--- src/rtl/rtcb_pkg.sv ---
// ----------------------------------------------------------------------------
// rtcb_pkg
// Shared codes, field positions and BCD helpers for the three-wire RTC burst
// master and its port checker.
// ----------------------------------------------------------------------------
package rtcb_pkg;

    // Operation codes carried on the input tuser
    localparam logic [1:0] OP_TICK     = 2'd0;
    localparam logic [1:0] OP_START_WR = 2'd1;
    localparam logic [1:0] OP_START_RD = 2'd2;

    // Transaction modes
    localparam logic [1:0] MODE_IDLE  = 2'd0;
    localparam logic [1:0] MODE_WRITE = 2'd1;
    localparam logic [1:0] MODE_READ  = 2'd2;

    // Burst write sequence steps
    localparam logic [3:0] WSTEP_WP_ADDR    = 4'd0;
    localparam logic [3:0] WSTEP_WP_DATA    = 4'd1;
    localparam logic [3:0] WSTEP_CE_PULSE   = 4'd2;
    localparam logic [3:0] WSTEP_BURST_CMD  = 4'd3;
    localparam logic [3:0] WSTEP_TIME_FIRST = 4'd4;
    localparam logic [3:0] WSTEP_CTRL       = 4'd11;

    // Burst read sequence steps
    localparam logic [3:0] RSTEP_CMD  = 4'd0;
    localparam logic [3:0] RSTEP_DATA = 4'd1;

    // Command and data bytes
    localparam logic [7:0] CMD_WP_ADDR   = 8'h8E;
    localparam logic [7:0] CMD_WP_CLEAR  = 8'h00;
    localparam logic [7:0] CMD_BURST_WR  = 8'hBE;
    localparam logic [7:0] CMD_BURST_RD  = 8'hBF;
    localparam logic [7:0] CTRL_RESET    = 8'h80;

    // Number of time bytes presented on a burst read
    localparam logic [3:0] TIME_BYTES = 4'd7;

    // Output tdata bit positions
    localparam int OB_CLK    = 0;
    localparam int OB_IO     = 1;
    localparam int OB_OE     = 2;
    localparam int OB_CE     = 3;
    localparam int OB_BUSY   = 4;
    localparam int OB_DONE   = 5;
    localparam int OB_IDX_LO = 6;
    localparam int OB_VAL_LO = 9;

    typedef logic [7:0] t_byte;

    // Decimal to BCD; the divide by ten is a multiply by 205/2048
    function automatic t_byte to_bcd(input logic [6:0] v);
        logic [14:0] prod;
        logic [3:0]  q;
        logic [6:0]  r;
        prod = 15'(v) * 15'd205;
        q    = prod[14:11];
        r    = v - 7'(q) * 7'd10;
        return {q, r[3:0]};
    endfunction

    // BCD to decimal with the tens digit masked to three bits
    function automatic logic [6:0] from_bcd(input t_byte b);
        return 7'(b[6:4]) * 7'd10 + 7'(b[3:0]);
    endfunction

endpackage

--- src/rtl/rtc_three_wire_burst_master_core.sv ---
// ----------------------------------------------------------------------------
// rtc_three_wire_burst_master_core
// Tick-driven burst master for a three-wire serial real-time-clock link.
// ----------------------------------------------------------------------------
// Every input transfer is one half-bit tick of the serial link and produces
// exactly one output transfer, registered and offered in the next cycle, carrying the pin levels,
// status flags and any decoded time byte. A new transfer is taken in every
// cycle; the single output register sets the figure, so while it holds an
// untaken result the input is ready only in a cycle in which the output is
// taken. A start write sends 0x8E, 0x00, pulses chip enable low for one tick,
// then sends 0xBE, seven BCD time bytes and the control byte; a start read
// sends 0xBF and returns seven decoded time bytes. Starts while busy are
// ignored. Bits go least significant first, clock low then clock high.
// ----------------------------------------------------------------------------
module rtc_three_wire_burst_master_core
    import rtcb_pkg::*;
(
    input  logic        i_clk,
    input  logic        i_rst_n,
    // Input stream
    input  logic        s_axis_tvalid,
    output logic        s_axis_tready,
    // tdata from bit 0: set_seconds(6), set_minutes(6), set_hour(5), set_date(5),
    // set_month(4), set_weekday(3), set_year(7), io_sample(1), zero pad(3)
    input  logic [39:0] s_axis_tdata,
    // tuser: opcode(2)
    input  logic [1:0]  s_axis_tuser,
    // Output stream
    output logic        m_axis_tvalid,
    input  logic        m_axis_tready,
    // tdata from bit 0: serial_clock, io_level, io_enable, chip_enable,
    // busy_res, done_res, read_index(3), read_value(7)
    output logic [15:0] m_axis_tdata,
    // tuser: read_valid(1)
    output logic [0:0]  m_axis_tuser,
    // Configuration port
    input  logic        psel,
    input  logic        penable,
    input  logic        pwrite,
    input  logic [2:0]  paddr,
    input  logic [31:0] pwdata,
    output logic [31:0] prdata,
    output logic        pready
);

    // Input field split
    logic [5:0] set_seconds, set_minutes;
    logic [4:0] set_hour, set_date;
    logic [3:0] set_month;
    logic [2:0] set_weekday;
    logic [6:0] set_year;
    logic       io_sample;
    logic [1:0] opcode;

    assign set_seconds = s_axis_tdata[5:0];
    assign set_minutes = s_axis_tdata[11:6];
    assign set_hour    = s_axis_tdata[16:12];
    assign set_date    = s_axis_tdata[21:17];
    assign set_month   = s_axis_tdata[25:22];
    assign set_weekday = s_axis_tdata[28:26];
    assign set_year    = s_axis_tdata[35:29];
    assign io_sample   = s_axis_tdata[36];
    assign opcode      = s_axis_tuser;

    // Sequencer state
    logic [1:0] r_mode, n_mode;
    logic [3:0] r_step, n_step;
    logic [3:0] r_phase, n_phase;
    logic [3:0] r_count, n_count;
    t_byte      r_shift, n_shift;
    t_byte      r_hold [7];
    t_byte      n_hold [7];
    logic       r_ce, n_ce;
    logic       r_clk, n_clk;
    logic       r_io, n_io;
    logic       r_oe, n_oe;
    t_byte      r_ctrl;

    // Output register
    logic        r_out_valid;
    logic [15:0] r_out_data;
    logic        r_out_user;

    logic       accept;
    logic       done, rvalid;
    logic [2:0] ridx;
    logic [6:0] rval;
    logic [2:0] bit_sel;
    logic [3:0] hold_off;
    t_byte      send_byte;
    logic       phase_last;

    assign s_axis_tready = !r_out_valid || m_axis_tready;
    assign accept        = s_axis_tvalid && s_axis_tready;
    assign bit_sel       = r_phase[3:1];
    assign phase_last    = (r_phase == 4'hF);
    assign hold_off      = r_step - WSTEP_TIME_FIRST;

    // Byte sent in the current write or read command step
    always_comb begin
        if (r_mode == MODE_READ) begin
            send_byte = CMD_BURST_RD;
        end else if (r_step == WSTEP_WP_ADDR) begin
            send_byte = CMD_WP_ADDR;
        end else if (r_step == WSTEP_WP_DATA) begin
            send_byte = CMD_WP_CLEAR;
        end else if (r_step == WSTEP_BURST_CMD) begin
            send_byte = CMD_BURST_WR;
        end else if (r_step == WSTEP_CTRL) begin
            send_byte = r_ctrl;
        end else begin
            send_byte = r_hold[hold_off[2:0]];
        end
    end

    // Next state and result for one tick
    always_comb begin
        n_mode  = r_mode;
        n_step  = r_step;
        n_phase = r_phase;
        n_count = r_count;
        n_shift = r_shift;
        n_hold  = r_hold;
        n_ce    = r_ce;
        n_clk   = r_clk;
        n_io    = r_io;
        n_oe    = r_oe;
        done    = 1'b0;
        rvalid  = 1'b0;
        ridx    = '0;
        rval    = '0;

        if (r_mode == MODE_IDLE) begin
            if (opcode == OP_START_WR || opcode == OP_START_RD) begin
                if (opcode == OP_START_WR) begin
                    n_hold[0] = to_bcd({1'b0, set_seconds});
                    n_hold[1] = to_bcd({1'b0, set_minutes});
                    n_hold[2] = to_bcd({2'b0, set_hour});
                    n_hold[3] = to_bcd({2'b0, set_date});
                    n_hold[4] = to_bcd({3'b0, set_month});
                    n_hold[5] = to_bcd({4'b0, set_weekday});
                    n_hold[6] = to_bcd(set_year);
                    n_mode    = MODE_WRITE;
                end else begin
                    n_mode    = MODE_READ;
                end
                n_step  = '0;
                n_phase = '0;
                n_count = '0;
                n_ce    = 1'b1;
                n_clk   = 1'b0;
                n_io    = 1'b0;
                n_oe    = 1'b1;
            end
        end else if (opcode == OP_TICK) begin
            if (r_mode == MODE_WRITE && r_step == WSTEP_CE_PULSE) begin
                // Chip enable drops for one tick between the two commands
                n_ce   = 1'b0;
                n_clk  = 1'b0;
                n_io   = 1'b0;
                n_oe   = 1'b1;
                n_step = WSTEP_BURST_CMD;
            end else if ((r_mode == MODE_WRITE && r_step <= WSTEP_CTRL) ||
                         (r_mode == MODE_READ && r_step == RSTEP_CMD)) begin
                // Shift one half-bit of the outgoing byte
                n_clk   = r_phase[0];
                n_io    = send_byte[bit_sel];
                n_oe    = 1'b1;
                n_ce    = 1'b1;
                n_phase = r_phase + 4'd1;
                if (phase_last) begin
                    n_step = r_step + 4'd1;
                end
            end else if (r_mode == MODE_READ && r_step == RSTEP_DATA) begin
                // Sample on the clock-low tick, present on the last clock-high
                n_shift = (r_phase == 4'd0) ? '0 : r_shift;
                if (!r_phase[0] && io_sample) begin
                    n_shift[bit_sel] = 1'b1;
                end
                n_clk   = r_phase[0];
                n_io    = 1'b0;
                n_oe    = 1'b0;
                n_ce    = 1'b1;
                n_phase = r_phase + 4'd1;
                if (phase_last) begin
                    if (r_count < TIME_BYTES) begin
                        rvalid = 1'b1;
                        ridx   = r_count[2:0];
                        rval   = from_bcd(n_shift);
                    end
                    n_count = r_count + 4'd1;
                    if (r_count >= TIME_BYTES) begin
                        n_step = r_step + 4'd1;
                    end
                end
            end else begin
                // Closing tick
                n_mode  = MODE_IDLE;
                n_step  = '0;
                n_phase = '0;
                n_count = '0;
                n_ce    = 1'b0;
                n_clk   = 1'b0;
                n_io    = 1'b0;
                n_oe    = 1'b0;
                done    = 1'b1;
            end
        end
    end

    // Sequencer registers
    always_ff @(posedge i_clk) begin
        if (!i_rst_n) begin
            r_mode  <= MODE_IDLE;
            r_step  <= '0;
            r_phase <= '0;
            r_count <= '0;
            r_shift <= '0;
            r_ce    <= 1'b0;
            r_clk   <= 1'b0;
            r_io    <= 1'b0;
            r_oe    <= 1'b0;
        end else if (accept) begin
            r_mode  <= n_mode;
            r_step  <= n_step;
            r_phase <= n_phase;
            r_count <= n_count;
            r_shift <= n_shift;
            r_ce    <= n_ce;
            r_clk   <= n_clk;
            r_io    <= n_io;
            r_oe    <= n_oe;
        end
    end

    // Time byte store, written on a start write
    always_ff @(posedge i_clk) begin
        if (accept) begin
            r_hold <= n_hold;
        end
    end

    // Output register
    always_ff @(posedge i_clk) begin
        if (!i_rst_n) begin
            r_out_valid <= 1'b0;
        end else if (accept) begin
            r_out_valid <= 1'b1;
        end else if (m_axis_tready) begin
            r_out_valid <= 1'b0;
        end
    end

    always_ff @(posedge i_clk) begin
        if (accept) begin
            r_out_data <= {rval, ridx, done, (n_mode != MODE_IDLE),
                           n_ce, n_oe, n_io, n_clk};
            r_out_user <= rvalid;
        end
    end

    assign m_axis_tvalid   = r_out_valid;
    assign m_axis_tdata    = r_out_data;
    assign m_axis_tuser[0] = r_out_user;

    // Configuration register
    always_ff @(posedge i_clk) begin
        if (!i_rst_n) begin
            r_ctrl <= CTRL_RESET;
        end else if (psel && penable && pwrite && pready && !paddr[2]) begin
            r_ctrl <= pwdata[7:0];
        end
    end

    assign pready = 1'b1;
    assign prdata = paddr[2] ? 32'd0 : {24'd0, r_ctrl};

endmodule

--- config.mk ---
export PLATFORM = sky130hd
export DESIGN_NAME = rtc_three_wire_burst_master_core
export DESIGN_NICKNAME = d
export VERILOG_FILES = /design/src/rtl/rtcb_pkg.sv /design/src/rtl/rtc_three_wire_burst_master_core.sv
export SDC_FILE = /design/constraint.sdc
export NUM_CORES = 1
export LEC_CHECK = 0
export BUFFER_PORTS_ARGS = -buffer_cell sky130_fd_sc_hd__clkbuf_2
export CORE_MARGIN = 2
export CORE_UTILIZATION = 50
export DETAILED_ROUTE_END_ITERATION = 8
export GPL_TIMING_DRIVEN = 0
export HOLD_SLACK_MARGIN = 0.15
export PLACE_DENSITY = 0.72
export SLEW_MARGIN = 25
export SYNTH_ARGS = -nofsm -noshare
export SYNTH_HDL_FRONTEND = slang
export SYNTH_SLANG_ARGS = --single-unit
--- constraint.sdc ---
create_clock -name i_clk -period 4.55 [get_ports i_clk]
set_input_delay 0.2275 -clock i_clk [delete_from_list [all_inputs] [get_ports i_clk]]
set_output_delay 0.2275 -clock i_clk [all_outputs]
set_load 0.005 [all_outputs]
# --- Word level (Yosys, flattened, before mapping) ---
# Cells that the tools add are included.
totals:
  register_bits: 94
  in_bits: 84
  output_inout_bits: 52
  word_cells: 181
op_classes:
  addsub: 11
  n_mul: 13
  order_cmp: 6
  eq_ne: 16
  mux: 73
  n_bitwise: 9
  reduce_logical: 31
ops:
  columns: ["operator", "n"]
  rows:
  - ["$mux 8", 15]
  - ["$mux 4", 20]
  - ["$mul 6x8->14 const B", 2]
  - ["$mux 1", 28]
  - ["$mul 5x8->13 const B", 2]
  - ["$bmux 8 s3", 1]
  - ["$sub 4x4->4", 6]
  - ["$reduce_and 6->1", 3]
  - ["$mul 7x8->15 const B", 1]
  - ["$mux 2", 7]
  - ["$add 4x1->4 const B", 3]
  - ["$mul 4x8->12 const B", 1]
  - ["$logic_and 1x1->1", 10]
  - ["$eq 4x2->1 const B", 2]
  - ["$eq 4x4->1 const B", 2]
  - ["$logic_not 4->1", 2]
  - ["$ne 4x4->1 const B", 2]
  - ["$or 8x8->8", 1]
  - ["$reduce_and 4->1", 2]
  - ["$add 7x4->7", 1]
  - ["$not 1->1", 7]
  - ["$reduce_or 7->1", 1]
  - ["$mul 2x3->3 const B", 2]
  - ["$mul 3x3->3 const B", 2]
  - ["other kinds (26)", 36]

# --- Depth between registers and ports, before layout ---
logic_depth:
  ltp_word: 16
  mapped_depth: 18
  depth_no_buf: 18

# --- Worst setup path after synthesis ---
# No wires, ideal clock.
synth_timing:
  kind: "input port to flip-flop"
  startpoint: "in s_axis_tdata[33]"
  endpoint: "reg r_hold[3] in the netlist's numbering, data pin"
  arrival_ns: 3.945
  setup_slack_ns: 0.346
  path_stages: 16
  path_cell_list: "ha_1 ha_1 fa_1 inv_1 fa_1 inv_1 ha_1 and3_1 a221oi_1 o21ai_0 xor2_1 ha_1 fa_1 xor2_1 xnor2_1 xnor2_1"
synth_via:
  elab_chain_len: 3
synth_lines:
  columns: ["item", "line_no", "rtl"]
  rows:
  - ["from (decl)", "rtc_three_wire_burst_master_core.sv:25", "input logic [39:0] s_axis_tdata,"]
  - ["$mul 7x8->15", "rtcb_pkg.sv:57", "prod = 15'(v) * 15'd205;"]
  - ["$mul 4x3->3", "rtcb_pkg.sv:59", "r = v - 7'(q) * 7'd10;"]
  - ["$sub 4x4->4", "rtcb_pkg.sv:59", null]
  - ["to (signal assigned)", "rtc_three_wire_burst_master_core.sv:239", "r_hold <= n_hold;"]
  - ["to (decl)", "rtc_three_wire_burst_master_core.sv:71", "t_byte r_hold [7];"]
# Every way passes these cells.
# A chain may end at the register's enable or synchronous reset.

# --- Worst setup path in the final report ---
# Ends and elaborated chain as after synthesis.

==> impl_results.md <==
* # DRC at 0
* H-tree depth at 3
* Slew @ Worst Pin at 0.7788 ns
* Cell area after layout at 9607 µm²
* Power, Total at 2.659 mW
* Synthesis Warnings at 0
* Die Area at 17760 µm²
* R2r endpoint: r_shift[0]$_SDFFE_PN0P_
* Clock root cell: clkbuf_16
* Worst VDD drop at 0.0001619 V
* Most used cell along the critical path: ha_1
* Register bit total from synthesis at 93
* Min-Delay Endpoint: r_hold[16]$_DFFE_PP_
* Slew HR at 0.4802
* Final core occ at 0.5834
* Max Cap Viol at 0
* GRT Overall Usage at 0.1886
* Antenna viol nets, final at 0
* Reg power frac at 0.375
* Internal Pwr Total at 1.823 mW
* Cell variety after synth at 67
* Min Hold Slack at 0.1698 ns
* Kind of critical path: in -> reg
* Startpoint Class: input port
* Clock share of power at 0.266
* Leak at 4.617 nW
* Fillers at 1428
* Sw Pwr at 0.8357 mW
* Uppermost layer routed: met4
* Gpl congestion at 0.8902
* Overflow after GRT at 0
* Final Hold Vio Count at 0
* Detail-routed net length per standard cell at 13.31 µm
* Final cycle utilization of the critical path at 0.9446
* CP top delay family: adder cells
* Met2 routed wirelength at 8.115 mm
* Global-route wire length before repair at 27.30 mm
* Layout cells sized above 1 at 0.1423
* Area leader, netlist: ha_1
* Synth top area cells: ha_1 24%, edfxtp_1 21%, dfxtp_1 8.1%
* Initial Utilization at 0.5073
* Hold Startpoint: s_axis_tdata[22]
* Clock Tree Buf Depth at 2
* Worst R2R Path Depth at 11
* Port Buffer Count at 81
* Max frequency at 232.7 MHz
* Setup ws final at 0.2523 ns
* Die X at 133.3 µm
* Post-CTS setup buffers at 0
* Area Growth Syn to Fin at 15.01%
* Crit-path max cell delay at 0.52 ns
* Synth top area share at 0.2412
* DR iter-0 viols at 405
* Post-route non-filler standard cell count at 1218
* Core area at 16470 µm²
* CTS tree: yes
* CP max-delay cell: fa_1
* Outcome: finished clean
* Vias/cell at 5.133
* Crit. Startpoint: s_axis_tdata[33]
* Power per Cell Area at 276.8 nW/µm²
* Total I/O pin count at 136
* Pre-antenna DRT Iters at 5
* DP Cell Count at 1184
* Critical Path AT at 4.39 ns
* Chip height at 133.3 µm
* Netlist Area Pre-Place at 8353 µm²
* RSZ-0062 raised after global routing: no
* Hold Path Class: in -> reg
* Cell count after synthesis at 859
* Clock transition at the registers of the reported paths at 0.06 ns
* Combinational power share at 0.359
* Row count at 47
* Largest net degree at the start of global routing at 34
* Inserted Diodes at 0
* Final setup violation count at 0
* Most frequent cells in the layout: 161 x ha_1, 116 x inv_1, 81 x clkbuf_2
* Crit path cell chain: clkbuf_2 > ha_1 > ha_1 > fa_1 > inv_1 > fa_1 > inv_1 > ha_1 > and3_1 > a221oi_1 > o21ai_0 > xor2_1 > ha_1 > fa_1 > xor2_1 > xnor2_1 > xnor2_1
* CTS sink cnt at 93
* Clk_lat worst skew at 0.34 ns
* Vias in the first global route at 5954
* Initial antenna violation count at 0
* Routed vias at 6252
* WL met1 at 7.327 mm
* Number of synthesized flops with an enable pin at 59
* Commonest non-fill, non-tap cell in the layout: ha_1
* Post-layout net count at 1268
* Register-to-register setup slack at 1.11 ns
* FFs w/ async S/R, synth at 0
* Final Max Slew Viols at 0
* Hold path depth at 1
* Worst Setup End Kind: register
* Seq/Total Area, Yosys at 0.2936
* Net Sw Frac at 0.3143
* Worst path required time at 4.64 ns
* Total wire length at 16.21 mm
* Met3 wire len at 519 µm
* Setup Slack @ Placement at -0.1435 ns
* CTS Buf Count at 9
* Synth Flop Type: edfxtp_1
* Min Clock Period, post-route at 4.298 ns
* DP Area at 9141 µm²
* Dpl hpwl at 13.18 mm
* Critical Path Fanout Max at 4
* WP buf/inv at 3
* Syn Area/Cell at 9.724 µm²
* Clk_skew at 0.01047 ns
* Reg2reg start: r_step[1]$_SDFFE_PN0P_
* Total Neg Setup Slack at 0 ns
logic make-up after synthesis:
group | Yosys count | synth area share
simple gates | 207 | 0.1218
fa+ha+maj | 191 | 0.3131
buf+inv | 162 | 0.08598
compound gates | 147 | 0.1155
flops | 93 | 0.2936
xor+xnor | 35 | 0.03835
mux | 22 | 0.03086
other cells | 2 | 0.0008991
layer usage:
| layer | global-route usage | vias to the layer above |
|---|---|---|
| met4 | 0.06028 | 0 |
| li1 | - | 3238 |
| met2 | 0.3282 | 120 |
| met3 | 0.02169 | 16 |
| met1 | 0.2459 | 2878 |
| met5 | 0 | - |
how the worst max path moves through the flow:
stage,endpoint,slack (ns),depth (start not counted)
5_1_grt,r_hold[43]$_DFFE_PP_,0.003,18
3_3_place_gp,r_hold[3]$_DFFE_PP_,-0.08,17
4_1_cts,r_hold[43]$_DFFE_PP_,0.19,18
6_report,r_hold[3]$_DFFE_PP_,0.25,17
3_5_place_dp,r_hold[3]$_DFFE_PP_,-0.14,17
2_1_floorplan,r_hold[3]$_DFFE_PP_,0.35,16
worst reg2reg max path, cell delays in order, from the launching register on:
cell and delay (ns):
dfxtp_1 0.48, buf_4 0.27, buf_2 0.28, inv_1 0.13
ha_1 0.30, and3b_1 0.20, a211o_1 0.26, buf_6 0.14
nor3_1 0.52, nand2_1 0.39, o21ai_0 0.26, a21oi_1 0.08
synth_stat cells, types with 5 or more instances:
cell / n
nand2b_1: 7
o211ai_1: 8
edfxtp_1: 59
and2_1: 5
xnor2_1: 21
fa_1: 30
nand2_1: 54
or2_2: 6
inv_1: 116
mux2i_1: 19
nor2_1: 56
and3_1: 6
nor3_1: 14
nor2b_1: 14
nand3b_1: 5
a21oi_1: 51
a21o_1: 8
xor2_1: 13
clkbuf_1: 14
ha_1: 161
nand3_1: 21
a31oi_1: 8
o21ai_0: 25
buf_4: 26
dfxtp_1: 34
flip-flops by register name (all words and copies together), names as in the netlist, 2 cells and up:
| signal | flops |
|---|---|
| r_mode | 2 |
| r_ctrl | 8 |
| r_shift | 7 |
| m_axis_tdata | 16 |
| r_count | 4 |
| r_phase | 4 |
| r_hold | 42 |
| r_step | 4 |
cell type report:
class                      instances  area (µm²)  share of cell area
clock buffer                      14       265.3             0.02761
tap                              220       275.3             0.02865
buffer                            46       282.8             0.02943
sequential                        93        2452              0.2553
multi-input combinational        627        5274              0.5490
timing repair buffer             100       605.6             0.06304
inverter                         116       435.4             0.04532
clock inverter                     2       16.27            0.001693
what timing repair did:
action / in CTS / in global routing
hold buffers: 18 / 0
gates resized for setup: 0 / 1
setup endpoints to repair: 0 / 1
hold endpoints to repair: 17 / 0
power by group through the flow:
stage / Combinational (mW) / Sequential (mW) / Clock (mW)
5_1_grt: 1.11 / 1.00 / 0.754
4_1_cts: 0.967 / 0.997 / 0.719
2_1_floorplan: 0.713 / 1.01 / 0
3_3_place_gp: 0.918 / 1.01 / 0
3_5_place_dp: 0.948 / 1.02 / 0
6_report: 0.953 / 0.997 / 0.708
Note: power is estimated with default switching activity, not from simulation.
